==> src/pcib_pkg.sv <==
// Shared constants, operation codes and reset images for the PCI bridge configuration space.
`timescale 1ns / 1ps

package pcib_pkg;

  localparam int REG_SPACE_DEPTH = 256;

  typedef enum logic [1:0] {
    OP_CFG_RD = 2'd0,
    OP_CFG_WR = 2'd1,
    OP_RC_RD  = 2'd2,
    OP_RC_WR  = 2'd3
  } op_t;

  localparam logic [2:0] FN_BRIDGE = 3'd0;
  localparam logic [2:0] FN_IDE    = 3'd1;

  // byte offsets that feed the decoded outputs or carry write rules
  localparam logic [7:0] ADDR_CMD     = 8'h04;
  localparam logic [7:0] ADDR_STAT_HI = 8'h07;
  localparam logic [7:0] ADDR_LAT     = 8'h0d;
  localparam logic [7:0] ADDR_BM_LO   = 8'h20;
  localparam logic [7:0] ADDR_BM_HI   = 8'h21;
  localparam logic [7:0] ADDR_TIM0    = 8'h40;
  localparam logic [7:0] ADDR_TIM1    = 8'h41;
  localparam logic [7:0] ADDR_TIM2    = 8'h42;
  localparam logic [7:0] ADDR_TIM3    = 8'h43;
  localparam logic [5:0] ADDR_IRQ_HI  = 6'h18;  // 0x60..0x63 share these upper bits

  localparam logic [7:0] RC_KEEP_MASK = ~8'h04;
  localparam logic [7:0] ABSENT_DATA  = 8'hff;
  localparam logic [4:0] IRQ_OFF      = 5'd16;

  function automatic logic [7:0] bridge_image(input logic [7:0] a);
    logic [7:0] v;
    unique case (a)
      8'h00: v = 8'h86;
      8'h01: v = 8'h80;
      8'h02: v = 8'h2e;
      8'h03: v = 8'h12;
      8'h04: v = 8'h07;
      8'h06: v = 8'h80;
      8'h07: v = 8'h02;
      8'h0a: v = 8'h01;
      8'h0b: v = 8'h06;
      8'h0e: v = 8'h80;
      8'h4c: v = 8'h4d;
      8'h4e: v = 8'h03;
      8'h60: v = 8'h80;
      8'h61: v = 8'h80;
      8'h62: v = 8'h80;
      8'h63: v = 8'h80;
      8'h69: v = 8'h02;
      8'h70: v = 8'h80;
      8'h71: v = 8'h80;
      8'h76: v = 8'h0c;
      8'h77: v = 8'h0c;
      8'h78: v = 8'h02;
      8'ha0: v = 8'h08;
      8'ha8: v = 8'h0f;
      default: v = 8'h00;
    endcase
    return v;
  endfunction

  function automatic logic [7:0] ide_image(input logic [7:0] a);
    logic [7:0] v;
    unique case (a)
      8'h00: v = 8'h86;
      8'h01: v = 8'h80;
      8'h02: v = 8'h30;
      8'h03: v = 8'h12;
      8'h04: v = 8'h02;
      8'h06: v = 8'h80;
      8'h07: v = 8'h02;
      8'h09: v = 8'h80;
      8'h0a: v = 8'h01;
      8'h0b: v = 8'h01;
      8'h20: v = 8'h01;
      default: v = 8'h00;
    endcase
    return v;
  endfunction

  // function 0 bytes that ignore writes
  function automatic logic bridge_read_only(input logic [7:0] a);
    return (a >= 8'h0f && a < 8'h4c) || (a <= 8'h03) ||
           (a >= 8'h08 && a <= 8'h0b) || (a == 8'h0e);
  endfunction

  function automatic logic [4:0] route_of(input logic [7:0] b);
    return b[7] ? IRQ_OFF : {1'b0, b[3:0]};
  endfunction

endpackage

==> src/pcib_ram.sv <==
// Generic single-port-write, single-port-read RAM with registered read data.
`timescale 1ns / 1ps

module pcib_ram #(
  parameter int WIDTH = 8,
  parameter int DEPTH = pcib_pkg::REG_SPACE_DEPTH
) (
  input  logic                     clk,
  input  logic                     we,
  input  logic [$clog2(DEPTH)-1:0] waddr,
  input  logic [WIDTH-1:0]         wdata,
  input  logic [$clog2(DEPTH)-1:0] raddr,
  output logic [WIDTH-1:0]         rdata
);

  logic [WIDTH-1:0] mem [DEPTH];

  always_ff @(posedge clk) begin
    if (we) begin
      mem[waddr] <= wdata;
    end
    rdata <= mem[raddr];
  end

endmodule

==> config.mk <==
export PLATFORM = sky130hd
export DESIGN_NAME = pcib_ram
export DESIGN_NICKNAME = d
export VERILOG_FILES = /design/src/pcib_pkg.sv /design/src/pcib_ram.sv
export SDC_FILE = /design/constraint.sdc
export NUM_CORES = 2
export LEC_CHECK = 0
export BUFFER_PORTS_ARGS = -buffer_cell sky130_fd_sc_hd__buf_2
export CORE_MARGIN = 8
export CORE_UTILIZATION = 47
export DETAILED_ROUTE_END_ITERATION = 8
export PLACE_DENSITY = 0.71
export RECOVER_POWER = 25
export SYNTH_ARGS = -nofsm -noshare
export SYNTH_HDL_FRONTEND = slang
export SYNTH_SLANG_ARGS = --single-unit
==> constraint.sdc <==
create_clock -name clk -period 2.2 [get_ports clk]
set_clock_uncertainty 0.1 [all_clocks]
set_input_delay 0.22 -clock clk [delete_from_list [all_inputs] [get_ports clk]]
set_output_delay 0.22 -clock clk [all_outputs]
set_load 0.05 [all_outputs]
==> impl_metrics.json <==
{
  "yosys.area.top_type": "edfxtp_1",
  "antenna_left": 0,
  "die_w_um": 427,
  "holdPathStages": 4,
  "required_ns": 2.78,
  "hold_viol": 0,
  "yosys-top-cells-area": "edfxtp_1 77%, mux4_2 13%, mux2i_1 1.7%",
  "grt_max_degree": 141,
  "path_delay_family": "multiplexers",
  "rr_worst_depth": 6,
  "vias": 41424,
  "slew_violations": 184,
  "synth_cells": 3733,
  "crit_top_cell": "mux4_2",
  "hold_start": "waddr[7]",
  "path_depth": 6,
  "utilization": 0.557,
  "rrSetupSlack_ns": -0.28,
  "r2r-end": "rdata[1]$_DFF_P_",
  "wl_met2_mm": 94.7,
  "grt_pass1_vias": 41842,
  "async_reset_ff_frac": 0,
  "setup-violations-final": 308,
  "fin_nets": 4485,
  "syn_area_um2": 79600,
  "period_needed_ns": 2.48,
  "start_kind": "flop",
  "synthFlopType": "edfxtp_1",
  "drc": 0,
  "clkTransAtPathRegs_ns": 0.07,
  "dr.max_layer_used": "met5",
  "violations": "capacitance limit, slew limit, setup timing",
  "worstPathArrival_ns": 3.06,
  "cts_inserted_buffers": 188,
  "path_buf_inv": 1,
  "finalSetupTns_ns": -14.18,
  "wire_per_inst_um": 28.9,
  "die_area_um2": 183000,
  "ys_ff_latch": 2056,
  "antenna_found_initial": 13,
  "layout.cells.non_filler": 6839,
  "first_iter_violations": 5404,
  "synth_edf_count": 2048,
  "cts_tree": "yes",
  "wl_met1_mm": 77.3,
  "area_delta_synth_final_pct": 18.2,
  "rsz0062_at_grt": "yes",
  "power.total_w": 0.0804,
  "synth.distinct_cells": 55,
  "pin_count": 34,
  "tightest_slew_ns": 2.13,
  "outcome": "complete, but fails checks",
  "clock_latency_ns": 0.83,
  "finalWirelength_mm": 198,
  "synth_top_area_frac": 0.773,
  "path_max_fanout": 1,
  "fin_crit_sh": 1.13,
  "design.core.area_um2": 169000,
  "drive_gt1_frac": 0.332,
  "rr_startpoint": "mem[81][1]$_DFFE_PP_",
  "endpoint_kind": "flop",
  "gr-total-overflow": 0,
  "gp_congestion": 0.918,
  "dp_cells": 6480,
  "fin_ws_ns": -0.278,
  "met3_length_mm": 18.5,
  "maxCapViolations": 3,
  "grt_util_all_layers": 0.215,
  "avgSynthCellArea_um2": 21.3,
  "place_ws_ns": -1.44,
  "yosysWarnings": 0,
  "layout_commonest_cell": "edfxtp_1",
  "crit_slowest_cell": "mux4_2",
  "fmax_mhz": 404,
  "multiInputGateArea_um2": 16800,
  "fp-row-count": 151,
  "clk_path_buf_depth": 3,
  "worstHoldEndpoint": "mem[232][0]$_DFFE_PP_",
  "cts_max_level": 4,
  "grt_pass1_wl_mm": 288,
  "mostFrequentLayoutCells": "2,048 x edfxtp_1, 637 x buf_4, 454 x mux4_2, 277 x nor2_1, 191 x clkbuf_16",
  "synth_nets": 3759,
  "cts_sinks": 2056,
  "nFillCells": 12200,
  "viasPerCell": 6.06,
  "peakVddDrop_mv": 0.850,
  "leakage_nw": 30.5,
  "p_per_area_nw_per_um2": 855,
  "portBuffers": 33,
  "seq_area_um2": 61700,
  "die_h_um": 427,
  "drtPass1Iterations": 7,
  "slew_headroom": -0.419,
  "cts_setup_buffers": 0,
  "min-delay-path-class": "input port to flop",
  "crit_path_cell_trace": "mux4_2, mux4_2, nor2b_4, nor4_4, buf_4, nor4_2",
  "start_util": 0.472,
  "path_class": "flop to flop",
  "cpPeakStageDelay_ns": 0.53,
  "ys_seq_area_frac": 0.775,
  "root_buffer": "clkbuf_16",
  "place_hpwl_mm": 127
}
[cells by family after synthesis]
| group | Yosys count | share of synthesized area |
|---|---|---|
| flip-flops | 2056 | 0.775 |
| multiplexers | 591 | 0.146 |
| AO/OA/AOI/OAI | 385 | 0.0342 |
| AND/OR/NAND/NOR | 466 | 0.0263 |
| buffers and inverters | 235 | 0.0183 |
[layout make-up]
type / instances / area share
clock inverters: 117 / 0.0124
multi-input cells: 1442 / 0.179
clock buffers: 228 / 0.0523
repair buffers: 769 / 0.0708
diodes: 7 / 0.000186
inverters: 2 / 0.0000798
flip-flops and latches: 2056 / 0.656
well taps: 2218 / 0.0295
[synth_stat cells, types with 2 or more instances]
cell type and instances:
buf_6 21, dfxtp_1 8, a31oi_1 2, nand2b_1 8, o211ai_1 10, buf_8 13
nand2_1 33, clkbuf_1 111, and3b_1 2, o221ai_1 46, nand4_1 10, buf_12 8
nor4_1 24, mux4_1 2, a221oi_1 13, buf_2 31, o22ai_1 28, nor3_1 22
a2111oi_1 2, buf_4 27, nor2_1 282, nand3b_1 2, nor4_2 3, mux4_2 454
mux2i_1 134, nand3_1 34, a311oi_1 2, o32ai_1 4, edfxtp_1 2048, or2_2 4
a2111oi_0 2, o22a_1 5, a22o_1 8, buf_1 22, and2_1 6, nor2b_1 31
o21ai_1 2, a22oi_1 133, a21oi_1 96, o21ai_0 10, a211oi_1 16
[stage by stage]
stage               hold slack (ns)  instance area [um^2]
floorplan                     0.219                 79600
global placement              0.427                 87800
detailed placement            0.435                 87800
CTS                          0.0136                 94200
global route                 0.0681                 94000
finish                       0.0662                 94000
[sequential cells by signal (all words and copies together), names as in the netlist]
| register | flops |
|---|---|
| rdata | 8 |
| mem | 2048 |
[worst max-delay path by stage]
| stage | start | to | slack [ns] |
|---|---|---|---|
| detailed placement | raddr[0] | rdata[0]$_DFF_P_ | -1.44 |
| CTS | mem[84][1]$_DFFE_PP_ | rdata[1]$_DFF_P_ | -0.32 |
| finish | mem[81][1]$_DFFE_PP_ | rdata[1]$_DFF_P_ | -0.28 |
| floorplan | raddr[0] | rdata[2]$_DFF_P_ | -0.0009 |
| global placement | raddr[0] | rdata[0]$_DFF_P_ | -1.46 |
| global route | mem[82][1]$_DFFE_PP_ | rdata[1]$_DFF_P_ | -0.31 |
[power breakdown]
group	total (W)	internal [W]	switching (W)	leakage (nW)
clock network	0.0324	0.0183	0.0141	2.97
registers	0.0432	0.0432	0.0000644	18.5
logic	0.00468	0.00186	0.00282	9.06
[what timing repair did]
action,in CTS,in global routing
setup endpoints to repair,8,8
resized for setup,49,14
pin swaps,16,6
cloned,0,0
hold endpoints to repair,768,0
hold buffers,9,0
[worst reg2reg max path, delay by kind of cell (launching register included)]
family	cells	cell delay [ns]
flops	1	0.37
simple gates	3	0.61
buf+inv	1	0.23
mux	2	1.05
[per-layer routing]
layer,up-vias,GRT usage
met5,-,0
met2,2257,0.342
met1,21652,0.300
met3,357,0.0432
met4,2,0.0750
li1,17156,-
No activity file was read; power rests on OpenSTA's default activity.
